## src/rtl/sfr_pkg.sv

```systemverilog
// shared constants, types and register indexes for the stream find-and-replace block
package sfr_pkg;

    localparam int MAX_PATTERN = 8;
    localparam int MAX_REPLACE = 8;
    localparam int OUT_DEPTH   = (MAX_PATTERN > MAX_REPLACE) ? MAX_PATTERN : MAX_REPLACE;

    localparam int BYTE_W     = 8;
    localparam int LEN_W      = 4;
    localparam int CFG_IDX_W  = 2;
    localparam int CFG_DATA_W = 64;
    localparam int FILL_W     = $clog2(MAX_PATTERN + 1);
    localparam int RLEN_W     = $clog2(MAX_REPLACE + 1);
    localparam int COUNT_W    = $clog2(OUT_DEPTH + 1);

    // register indexes on the configuration port
    typedef enum logic [CFG_IDX_W-1:0] {
        REG_PATTERN_BYTES  = 2'd0,
        REG_PATTERN_LENGTH = 2'd1,
        REG_REPLACE_BYTES  = 2'd2,
        REG_REPLACE_LENGTH = 2'd3
    } reg_index_t;

    typedef logic [BYTE_W-1:0]            byte_t;
    typedef byte_t [MAX_PATTERN-1:0]      window_t;
    typedef byte_t [OUT_DEPTH-1:0]        out_bytes_t;

    // configuration as seen by the datapath, lengths already capped
    typedef struct packed {
        logic [MAX_PATTERN*BYTE_W-1:0] pat_bytes;
        logic [FILL_W-1:0]             pat_len;
        logic [MAX_REPLACE*BYTE_W-1:0] rep_bytes;
        logic [RLEN_W-1:0]             rep_len;
        logic                          flush;
    } cfg_t;

    // result burst for one input beat; count zero means no output
    typedef struct packed {
        out_bytes_t         bytes;
        logic [COUNT_W-1:0] count;
        logic               present;
    } result_t;

endpackage

```

## src/rtl/sfr_cfg.sv

```systemverilog
// configuration registers with length capping
module sfr_cfg import sfr_pkg::*; (
    input  logic                  aclk,
    input  logic                  aresetn,
    input  logic                  cfg_we,
    input  logic [CFG_IDX_W-1:0]  cfg_index,
    input  logic [CFG_DATA_W-1:0] cfg_data,
    output cfg_t                  cfg
);

    logic [MAX_PATTERN*BYTE_W-1:0] pat_bytes_reg;
    logic [LEN_W-1:0]              pat_len_reg;
    logic [MAX_REPLACE*BYTE_W-1:0] rep_bytes_reg;
    logic [LEN_W-1:0]              rep_len_reg;
    reg_index_t                    idx;

    assign idx = reg_index_t'(cfg_index);

    // register writes
    always_ff @(posedge aclk) begin
        if (!aresetn) begin
            pat_bytes_reg <= '0;
            pat_len_reg   <= '0;
            rep_bytes_reg <= '0;
            rep_len_reg   <= '0;
        end else if (cfg_we) begin
            unique case (idx)
                REG_PATTERN_BYTES:  pat_bytes_reg <= cfg_data[MAX_PATTERN*BYTE_W-1:0];
                REG_PATTERN_LENGTH: pat_len_reg   <= cfg_data[LEN_W-1:0];
                REG_REPLACE_BYTES:  rep_bytes_reg <= cfg_data[MAX_REPLACE*BYTE_W-1:0];
                REG_REPLACE_LENGTH: rep_len_reg   <= cfg_data[LEN_W-1:0];
                default: ;
            endcase
        end
    end

    // capped lengths and window flush on a pattern length write
    always_comb begin
        cfg.pat_bytes = pat_bytes_reg;
        cfg.rep_bytes = rep_bytes_reg;
        cfg.pat_len   = (pat_len_reg > LEN_W'(MAX_PATTERN)) ? FILL_W'(MAX_PATTERN)
                                                            : FILL_W'(pat_len_reg);
        cfg.rep_len   = (rep_len_reg > LEN_W'(MAX_REPLACE)) ? RLEN_W'(MAX_REPLACE)
                                                            : RLEN_W'(rep_len_reg);
        cfg.flush     = cfg_we && (idx == REG_PATTERN_LENGTH);
    end

endmodule

```

## src/rtl/sfr_window.sv

```systemverilog
// byte window, pattern compare and result burst build
module sfr_window import sfr_pkg::*; (
    input  logic        aclk,
    input  logic        aresetn,
    input  cfg_t        cfg,
    input  logic        in_fire,
    input  byte_t       in_byte,
    input  logic        in_last,
    output result_t     res
);

    window_t           win_reg, win_next;
    logic [FILL_W-1:0] fill_reg, fill_next;

    window_t           ins;
    logic [FILL_W-1:0] fill_eff;
    logic [FILL_W-1:0] new_fill;
    logic              full;
    logic              match;

    // window with the new byte written at the fill position
    always_comb begin
        fill_eff = (fill_reg >= cfg.pat_len) ? '0 : fill_reg;
        new_fill = fill_eff + FILL_W'(1);
        full     = (new_fill == cfg.pat_len);
        for (int k = 0; k < MAX_PATTERN; k++) begin
            ins[k] = (FILL_W'(k) == fill_eff) ? in_byte : win_reg[k];
        end
    end

    // compare the valid part of the window against the pattern
    always_comb begin
        match = 1'b1;
        for (int k = 0; k < MAX_PATTERN; k++) begin
            if ((FILL_W'(k) < cfg.pat_len) && (ins[k] != cfg.pat_bytes[k*BYTE_W +: BYTE_W]))
                match = 1'b0;
        end
    end

    // result burst for this beat
    always_comb begin
        res.present = 1'b1;
        res.bytes   = '0;
        res.count   = '0;
        if (cfg.pat_len == '0) begin
            res.bytes[0] = in_byte;
            res.count    = COUNT_W'(1);
        end else if (full && match) begin
            for (int k = 0; k < MAX_REPLACE; k++)
                res.bytes[k] = cfg.rep_bytes[k*BYTE_W +: BYTE_W];
            res.count = COUNT_W'(cfg.rep_len);
        end else begin
            for (int k = 0; k < MAX_PATTERN; k++)
                res.bytes[k] = ins[k];
            if (in_last)
                res.count = COUNT_W'(new_fill);
            else if (full)
                res.count = COUNT_W'(1);
        end
        // empty closing beat when the final byte yields nothing
        if (in_last && (res.count == '0)) begin
            res.bytes   = '0;
            res.count   = COUNT_W'(1);
            res.present = 1'b0;
        end
    end

    // window update
    always_comb begin
        win_next  = win_reg;
        fill_next = fill_reg;
        if (cfg.flush) begin
            fill_next = '0;
        end else if (in_fire) begin
            if (cfg.pat_len == '0) begin
                fill_next = '0;
            end else begin
                win_next  = ins;
                fill_next = new_fill;
                if (full && match) begin
                    fill_next = '0;
                end else if (full) begin
                    for (int k = 0; k < MAX_PATTERN - 1; k++)
                        win_next[k] = ins[k+1];
                    fill_next = cfg.pat_len - FILL_W'(1);
                end
                if (in_last)
                    fill_next = '0;
            end
        end
    end

    always_ff @(posedge aclk) begin
        win_reg <= win_next;
    end

    always_ff @(posedge aclk) begin
        if (!aresetn)
            fill_reg <= '0;
        else
            fill_reg <= fill_next;
    end

`ifndef SYNTHESIS
    // a final byte always leaves the window empty
    assert property (@(posedge aclk) disable iff (!aresetn)
        in_fire && in_last |=> fill_reg == '0)
        else $error("window not empty after final byte");

    // between beats the window holds fewer bytes than the pattern
    assert property (@(posedge aclk) disable iff (!aresetn)
        in_fire && !cfg.flush && (cfg.pat_len != '0) |=> fill_reg < $past(cfg.pat_len))
        else $error("window fill reached pattern length");
`endif

endmodule

```

## src/rtl/sfr_outbuf.sv

```systemverilog
// result register that plays a burst out one beat at a time
module sfr_outbuf import sfr_pkg::*; (
    input  logic    aclk,
    input  logic    aresetn,
    input  logic    in_fire,
    input  result_t res,
    output logic    in_ready,
    output logic    m_valid,
    input  logic    m_ready,
    output byte_t   m_out_byte,
    output logic    m_byte_present,
    output logic    m_run_last
);

    out_bytes_t         bytes_reg, bytes_next;
    logic [COUNT_W-1:0] cnt_reg, cnt_next;
    logic               present_reg, present_next;
    logic               m_fire;

    assign m_valid        = (cnt_reg != '0);
    assign m_fire         = m_valid && m_ready;
    assign m_out_byte     = bytes_reg[0];
    assign m_byte_present = present_reg;
    assign m_run_last     = (cnt_reg == COUNT_W'(1));
    // take a new beat when the register is empty or while the last byte of the burst leaves
    assign in_ready       = (cnt_reg == '0) || (m_run_last && m_ready);

    // load a fresh burst or shift out one byte
    always_comb begin
        bytes_next   = bytes_reg;
        cnt_next     = cnt_reg;
        present_next = present_reg;
        if (in_fire && (res.count != '0)) begin
            bytes_next   = res.bytes;
            cnt_next     = res.count;
            present_next = res.present;
        end else if (m_fire) begin
            for (int k = 0; k < OUT_DEPTH - 1; k++)
                bytes_next[k] = bytes_reg[k+1];
            cnt_next = cnt_reg - COUNT_W'(1);
        end
    end

    always_ff @(posedge aclk) begin
        bytes_reg   <= bytes_next;
        present_reg <= present_next;
    end

    always_ff @(posedge aclk) begin
        if (!aresetn)
            cnt_reg <= '0;
        else
            cnt_reg <= cnt_next;
    end

`ifndef SYNTHESIS
    // an empty closing beat is always alone in its burst
    assert property (@(posedge aclk) disable iff (!aresetn)
        m_valid && !m_byte_present |-> m_run_last)
        else $error("empty beat inside a burst");

    // burst count never exceeds the buffer depth
    assert property (@(posedge aclk) disable iff (!aresetn)
        cnt_reg <= COUNT_W'(OUT_DEPTH))
        else $error("burst count overflow");

    // a burst in flight only counts down until it ends
    assert property (@(posedge aclk) disable iff (!aresetn)
        m_fire && !m_run_last |=> cnt_reg == $past(cnt_reg) - COUNT_W'(1))
        else $error("burst count skipped");
`endif

endmodule

```

## src/rtl/stream_find_replace.sv

```systemverilog
// top level of the streaming byte find-and-replace block
//
//   channel  direction  handshake          payload
//   s_       in         s_valid/s_ready    s_data_byte, s_end_of_text
//   m_       out        m_valid/m_ready    m_out_byte, m_byte_present, m_run_last
//   cfg_     in         cfg_we             cfg_index, cfg_data
//
// an input beat is compared and turned into its burst in the cycle it is taken;
// the burst leaves from the result register from the next cycle, one byte per cycle while m_ready is high.
// a beat that makes n output bytes (n up to 8) holds s_ready low until the last
// of them leaves; a beat that makes none loads nothing, so plain text without
// matches flows at one byte per cycle while m_ready is high.
// synchronous active-low reset empties the window and the result register.
// a stall on m_ holds the burst; s_ waits until the last byte of it leaves.
module stream_find_replace import sfr_pkg::*; (
    input  logic                  aclk,
    input  logic                  aresetn,
    input  logic                  s_valid,
    output logic                  s_ready,
    input  logic [BYTE_W-1:0]     s_data_byte,
    input  logic                  s_end_of_text,
    output logic                  m_valid,
    input  logic                  m_ready,
    output logic [BYTE_W-1:0]     m_out_byte,
    output logic                  m_byte_present,
    output logic                  m_run_last,
    input  logic                  cfg_we,
    input  logic [CFG_IDX_W-1:0]  cfg_index,
    input  logic [CFG_DATA_W-1:0] cfg_data
);

    cfg_t    cfg;
    result_t res;
    logic    s_fire;

    assign s_fire = s_valid && s_ready;

    // configuration registers
    sfr_cfg u_cfg (
        .aclk      (aclk),
        .aresetn   (aresetn),
        .cfg_we    (cfg_we),
        .cfg_index (cfg_index),
        .cfg_data  (cfg_data),
        .cfg       (cfg)
    );

    // window and compare
    sfr_window u_window (
        .aclk     (aclk),
        .aresetn  (aresetn),
        .cfg      (cfg),
        .in_fire  (s_fire),
        .in_byte  (s_data_byte),
        .in_last  (s_end_of_text),
        .res      (res)
    );

    // result register
    sfr_outbuf u_outbuf (
        .aclk           (aclk),
        .aresetn        (aresetn),
        .in_fire        (s_fire),
        .res            (res),
        .in_ready       (s_ready),
        .m_valid        (m_valid),
        .m_ready        (m_ready),
        .m_out_byte     (m_out_byte),
        .m_byte_present (m_byte_present),
        .m_run_last     (m_run_last)
    );

endmodule
```

## config.mk

```make
export PLATFORM = sky130hd
export DESIGN_NAME = stream_find_replace
export DESIGN_NICKNAME = d
export VERILOG_FILES = /design/src/rtl/sfr_pkg.sv /design/src/rtl/sfr_cfg.sv /design/src/rtl/sfr_window.sv /design/src/rtl/sfr_outbuf.sv /design/src/rtl/stream_find_replace.sv
export SDC_FILE = /design/constraint.sdc
export NUM_CORES = 1
export LEC_CHECK = 0
export BUFFER_PORTS_ARGS = -buffer_cell sky130_fd_sc_hd__buf_2
export CAP_MARGIN = 20
export CORE_MARGIN = 3
export CORE_UTILIZATION = 60
export CTS_BUF_LIST = sky130_fd_sc_hd__clkbuf_8 sky130_fd_sc_hd__clkbuf_16
export CTS_CLUSTER_DIAMETER = 120
export DETAILED_ROUTE_END_ITERATION = 10
export PLACE_DENSITY = 0.83
export SYNTH_ARGS = -nofsm -noshare
export SYNTH_HDL_FRONTEND = slang
export SYNTH_SLANG_ARGS = --single-unit
```

## constraint.sdc

```tcl
create_clock -name aclk -period 11.3 [get_ports aclk]
set_clock_uncertainty 0.05 [all_clocks]
set_input_delay 2.26 -clock aclk [delete_from_list [all_inputs] [get_ports aclk]]
set_output_delay 2.26 -clock aclk [all_outputs]
set_load 0.02 [all_outputs]
```

==> results of run 1 <==
worst max-delay path by stage:
stage | startpoint | to | slack (ns) | cells after the start
finish | u_cfg.pat_len_reg[2] | u_outbuf.m_out_byte[2] | 3.69 | 17
global route | u_cfg.pat_len_reg[3] | u_outbuf.m_out_byte[2] | 3.18 | 18
CTS | u_cfg.pat_len_reg[3] | u_outbuf.m_out_byte[2] | 3.85 | 18
detailed placement | u_cfg.pat_len_reg[3] | u_outbuf.m_out_byte[2] | 3.89 | 18
global placement | u_cfg.pat_len_reg[3] | u_outbuf.m_out_byte[0] | 3.84 | 18
floorplan | s_data_byte[7] | u_outbuf.bytes_reg[10] | 5.40 | 12
synthesized netlist by cell type, types with 13 or more instances:
cell / number / area share
a211oi_1: 13 / 0.0066
a21oi_1: 191 / 0.065
and2_1: 40 / 0.017
buf_2: 25 / 0.0085
clkbuf_1: 84 / 0.021
dfxtp_1: 144 / 0.20
edfxtp_1: 129 / 0.26
inv_1: 40 / 0.010
mux2i_1: 92 / 0.062
nand2_1: 368 / 0.094
nand3_1: 17 / 0.0058
nand4_1: 14 / 0.0059
nor2_1: 136 / 0.035
o2111ai_1: 16 / 0.0095
o211ai_1: 22 / 0.011
o21ai_0: 13 / 0.0044
o41ai_1: 17 / 0.010
o41ai_2: 40 / 0.044
xnor2_1: 41 / 0.024
xor2_1: 44 / 0.026
metrics by stage:
step	hold slack, ns	utilization
final	0.399	0.678
after global routing	0.432	0.678
after CTS	0.402	0.678
after detailed placement	0.394	0.638
after global placement	0.396	0.638
after floorplan	0.382	-
report_power, final:
part | total (mW) | switching, mW | internal [mW]
clock network | 0.955 | 0.399 | 0.556
logic | 0.583 | 0.386 | 0.197
registers | 1.34 | 0.0879 | 1.25
critical path, stage by stage (launching register included):
cell and delay, ns:
dfxtp_1 0.38, nor2b_1 0.43, inv_1 0.13, ha_1 0.30, o211ai_1 0.10, buf_4 0.29
o21a_1 0.43, nand2_1 0.20, inv_1 0.17, ha_1 0.48, o21ai_1 0.39, mux2i_1 0.54
xnor2_1 0.12, o41ai_1 0.85, nand2_1 0.66, nor2_4 0.72, mux2i_1 0.82, o41ai_1 0.22
final cells by class:
type                            count  area [um2]
Clock buffer                       38         861
Clock inverter                     15         100
Fill cell                        1871        7670
Inverter                           41         156
Multi-Input combinational cell   1198        7300
Sequential cell                   273        6760
Tap cell                          319         399
Timing Repair Buffer              108         583
routing by layer:
metal	vias to the layer above	routed length [um]
met3	112	3640
li1	5781	-
met5	-	0
met4	0	1580
met2	683	19900
met1	5959	16900
kinds of logic after synthesis:
| kind of cell | count (synthesis) | synth area share |
|---|---|---|
| flops | 273 | 0.458 |
| xor+xnor | 85 | 0.0505 |
| compound gates | 360 | 0.177 |
| mux | 94 | 0.0640 |
| simple gates | 647 | 0.189 |
| fa+ha+maj | 12 | 0.0102 |
| buf+inv | 172 | 0.0505 |
==> out/results.txt, run 1 <==
status: complete, no violations
post-DR wirelength/cell: 21.1 um
# setup viols final: 0
Place WS: 3.89 ns
initial drt markers: 1595
Max Cap Viol: 0
Pre-Repair DR Iteration Count: 9
htree depth: 1
clock buffer depth: 3
P&R area growth vs syn: 9.53%
met2 Track Usage GR: 0.503
post-DP HPWL: 27800 um
CTS Root Buffer Type: clkbuf_16
Tmin final: 7.61 ns
Initial Util: 0.619
FF-to-FF End: u_outbuf.m_out_byte[2]
grt met1 use: 0.421
# hold bufs at CTS: 0
die area: 26500 um2
CP startpoint kind: flop
first-pass GRT wire length: 65200 um
CP required: 11.50 ns
syn nets: 1735
final hold vios: 0
Tightest Pin Transition: 1.03 ns
clock latency on the worst-skew pair: 0.55 ns
layout cells sized above 1: 0.133
f_max: 131 MHz
TritonCTS clock tree: yes
Setup crit end kind: flop
Mapped Cells: 1643
synth unique cells: 66
Hold Path End: u_cfg.rep_bytes_reg[0]
DR vias/cell: 6.29
placed cell count: 1939
largest net degree at the start of global routing: 89
Top Usage Layer GRT: met2
Routed Antenna Nets: 0
Crit Path Max Fanout: 20
CP arrival: 7.81 ns
final setup margin: 3.69 ns
initial antenna violation count: 0
number of buffers created by CTS: 29
reg2reg start: u_cfg.pat_len_reg[2]
commonest non-fill, non-tap cell in the layout: nand2_1
final-report max-slew violation count: 0
part of the Yosys area used for sequential elements: 0.458
NumNets Final: 1743
GR Overflow Total: 0
placer congestion estimate: 0.964
peak supply drop: 0.000140 V
IO Count: 92
CTS sink cnt: 273
die width: 163 um
Final TNS setup: 0 ns
worst hold path type: flop to flop
vias after detailed routing: 12500
Syn Std Cell Area: 14700 um2
# Post-CTS Setup Buffers: 0
Synth Warn #: 0
final non-filler cell total: 1992
Slew Limit Headroom: 0.312
Leakage: 6.03 nW
FF-to-FF setup slack: 3.69 ns
Placed Area: 15200 um2
hold path depth: 2
total routed wirelength: 42000 um
period utilization: 0.673
register bit total from synthesis: 273
GRT met3 Usage: 0.0435
most frequent cells in the layout: nand2_1 (367), a21oi_1 (191), dfxtp_1 (144), nor2_1 (134), edfxtp_1 (129)
Die Height: 163 um
reg2reg path depth: 17
RSZ-0062 raised after global routing: false
Avg Synthesized Cell Area: 8.98 um2
pwr/cell area: 178 nW/um2
Setup CP Type: flop to flop
share of synthesized registers carrying an async set or reset: 0
IO buf count: 91
Post-synth EDFFs: 129
fin area: 16200 um2
Top FF cell, synth: dfxtp_1
core area: 23800 um2
Cell Rows: 56
DRC: 0
vias in the first global route: 11800
post_cts resized: 0
Hold Crit Start: u_cfg.rep_bytes_reg[0]
ANT cells: 0
CTS clk-pin slew, worst paths: 0.06 ns
power consumption: 2.88 mW
GRT Total Usage: 0.309
Power figures use the tool's default switching activity.
==> run 2, diff against run 1 <==
--- a/config.mk
+++ b/config.mk
@@ -5,14 +5,15 @@
 export SDC_FILE = /design/constraint.sdc
 export NUM_CORES = 1
 export LEC_CHECK = 0
+export ABC_AREA = 1
 export BUFFER_PORTS_ARGS = -buffer_cell sky130_fd_sc_hd__buf_2
 export CAP_MARGIN = 20
 export CORE_MARGIN = 3
-export CORE_UTILIZATION = 60
+export CORE_UTILIZATION = 55
 export CTS_BUF_LIST = sky130_fd_sc_hd__clkbuf_8 sky130_fd_sc_hd__clkbuf_16
 export CTS_CLUSTER_DIAMETER = 120
 export DETAILED_ROUTE_END_ITERATION = 10
-export PLACE_DENSITY = 0.83
+export PLACE_DENSITY = 0.8
 export SYNTH_ARGS = -nofsm -noshare
 export SYNTH_HDL_FRONTEND = slang
 export SYNTH_SLANG_ARGS = --single-unit
==> constraint.sdc (replaced) <==
create_clock -name aclk -period 6.2 [get_ports aclk]
set_clock_uncertainty 0.05 [all_clocks]
set_input_delay 1.24 -clock aclk [delete_from_list [all_inputs] [get_ports aclk]]
set_output_delay 1.24 -clock aclk [all_outputs]
set_load 0.02 [all_outputs]
==> out/results.txt, run 2 <==
Synth area leader: edfxtp_1
Initial Util: 0.567 (-0.0526)
initial antenna violation count: 0 (unchanged)
P&R area growth vs syn: 10.7%
total routed wirelength: 43800 um (+4.3%)
layout cells sized above 1: 0.106 (-0.0274)
syn nets: 2060 (+19%)
GRT Total Usage: 0.298 (-0.0104)
Avg Synthesized Cell Area: 7.33 um2 (-18%)
Final TNS setup: 0 ns (unchanged)
initial drt markers: 1589 (-0.38%)
Setup crit end kind: flop
Top Family by Delay on Critical Path: simple AND/OR/NAND/NOR gates
final non-filler cell total: 2360 (+18%)
Die Height: 168 um (+3.2%)
cell mode on critical path: nand2_1
most frequent cells after synthesis: nand2_1 (517), o21ai_0 (266), nand3_1 (220), nor2_1 (217), inv_1 (157)
Max Cap Viol: 0 (unchanged)
register bit total from synthesis: 273 (unchanged)
peak supply drop: 0.000266 V (+91%)
CTS Root Buffer Type: clkbuf_16
Pre-Repair DR Iteration Count: 8 (-1)
final hold vios: 0 (unchanged)
DR vias/cell: 5.86 (-6.8%)
CTS sink cnt: 273 (unchanged)
Tightest Pin Transition: 0.958 ns (-0.0739 ns)
clock buffer depth: 3 (unchanged)
GR Overflow Total: 0 (unchanged)
CP startpoint: u_cfg.pat_len_reg[0]
f_max: 176 MHz (+34%)
hold_ws: 0.401 ns (+0.00172 ns)
period utilization: 0.915 (+0.242)
post-DP HPWL: 28800 um (+3.6%)
post-DR wirelength/cell: 18.6 um (-12%)
Slew Limit Headroom: 0.359 (+0.0472)
first-pass GRT wire length: 67600 um (+3.7%)
Leakage: 6.97 nW (+16%)
IO Count: 92 (unchanged)
final-report max-slew violation count: 0 (unchanged)
final setup margin: 0.525 ns (-3.17 ns)
number of buffers created by CTS: 29 (unchanged)
status: complete, no violations
placer congestion estimate: 0.929 (-3.6%)
CP required: 6.62 ns (-4.88 ns)
vias in the first global route: 12800 (+8.9%)
Place WS: 0.0897 ns (-3.80 ns)
reg2reg start: u_cfg.pat_len_reg[0]
htree depth: 1 (unchanged)
pwr/cell area: 350 nW/um2 (+97%)
Post-synth EDFFs: 129 (unchanged)
share of synthesized registers carrying an async set or reset: 0 (unchanged)
power consumption: 5.60 mW (+94%)
Tmin final: 5.68 ns (-1.93 ns)
Routed Antenna Nets: 0 (unchanged)
largest net degree at the start of global routing: 140 (+57%)
CP arrival: 6.09 ns (-1.72 ns)
die area: 28200 um2 (+6.5%)
placed cell count: 2307 (+19%)
Crit Path Max Fanout: 101 (+410%)
commonest non-fill, non-tap cell in the layout: nand2_1
vias after detailed routing: 13800 (+10%)
Cell Rows: 58 (+3.6%)
Worst Path Buf+Inv: 4 (+1)
die width: 168 um (+3.2%)
largest stage delay on the critical path: 0.70 ns (-0.15 ns)
TritonCTS clock tree: yes
area share of the largest cell type after synthesis: 0.268 (+0.00578)
DRC: 0 (unchanged)
Hold Crit Start: u_cfg.rep_len_reg[1]
synth unique cells: 38 (-42%)
NumNets Final: 2101 (+21%)
RSZ-0062 raised after global routing: false
CP startpoint kind: flop
part of the Yosys area used for sequential elements: 0.468 (+0.0101)
most frequent cells in the layout: nand2_1 (516), o21ai_0 (266), nand3_1 (218), nor2_1 (217), inv_1 (166)
core area: 25500 um2 (+6.9%)
Area contributors post-synth: edfxtp_1 (27%), dfxtp_1 (20%), nand2_1 (13%)
Synth Warn #: 0 (unchanged)
# setup viols final: 0 (unchanged)
most common cell in the netlist: nand2_1
worst hold path type: flop to flop
Mapped Cells: 1968 (+20%)
ANT cells: 0 (unchanged)
Syn Std Cell Area: 14400 um2 (-2.2%)
Critical Path Slowest Stage Cell: nor4_1
# hold bufs at CTS: 0 (unchanged)
Setup CP Type: flop to flop
Top FF cell, synth: dfxtp_1
CTS clk-pin slew, worst paths: 0.06 ns (about the same)
clock latency on the worst-skew pair: 0.55 ns (about the same)
IO buf count: 91 (unchanged)
run 2: changes by cell type after synthesis, sizes merged, moves of 14 or more:
cell     change
a21oi       -91
and2        -40
clkbuf      -16
inv        +126
mux2i       -92
nand2      +163
nand3      +206
nor2        +85
o2111ai     -14
o21ai      +260
o41ai       -57
xnor2       -41
xor2        -40
run 2: cell type report:
type / instances / area [um2]
well taps: 330 / 413
repair buffers: 123 / 751
multi-input cells: 1410 / 6510
fillers: 2273 / 9490
clock buffers: 35 / 820
clock inverters: 17 / 70.1
inverters: 172 / 654
flip-flops and latches: 273 / 6760
run 2: kinds of logic after synthesis:
| family | synth area share |
|---|---|
| AO/OA/AOI/OAI | 0.145 |
| XOR/XNOR | 0.00243 |
| adder cells (fa/ha/maj) | 0.0104 |
| buffers and inverters | 0.0833 |
| flip-flops | 0.468 |
| AND/OR/NAND/NOR | 0.290 |
run 2: worst paths after layout:
path,endpoint,slack (ns),depth (start not counted)
worst max-delay path,u_window.fill_reg[2],0.52,30
worst min-delay path,u_cfg.rep_len_reg[1],0.40,2
worst max register to register,u_window.fill_reg[2],0.52,30
worst min register to register,u_cfg.rep_len_reg[1],0.40,2
run 2: worst reg2reg max path: cells and delay by family (launching register included):
family                     cells  cell delay [ns]
AOI/OAI and AO/OA              3             0.55
adders and majority gates      2             0.74
buffers and inverters          4             0.56
DFF                            1             0.32
and+or+nand+nor               21             3.42
run 2: routing by layer:
metal	track usage	vias up	part of all wire
met5	0	-	0
met4	0.129	0	0.055
met3	0.0493	153	0.10
met2	0.491	738	0.46
met1	0.391	6373	0.38
li1	-	6576	-
run 2: repair_timing:
action | 4_1_cts | 5_1_grt
resized for setup | 0 | 7
setup buffers | 0 | 0
endpoints found under the setup margin | 0 | 125
run 2: through the flow:
step           instance area (um2)  utilization
6_report                     16000        0.627
5_1_grt                      16000        0.627
4_1_cts                      15900        0.625
3_5_place_dp                 15000        0.590
3_3_place_gp                 15000        0.590
2_1_floorplan                14400            -
run 2: power breakdown:
part           switching (mW)  internal, mW  leakage (nW)
Clock                   0.717         0.926         0.485
Combinational            1.03         0.399          4.08
Sequential              0.135          2.39          2.40
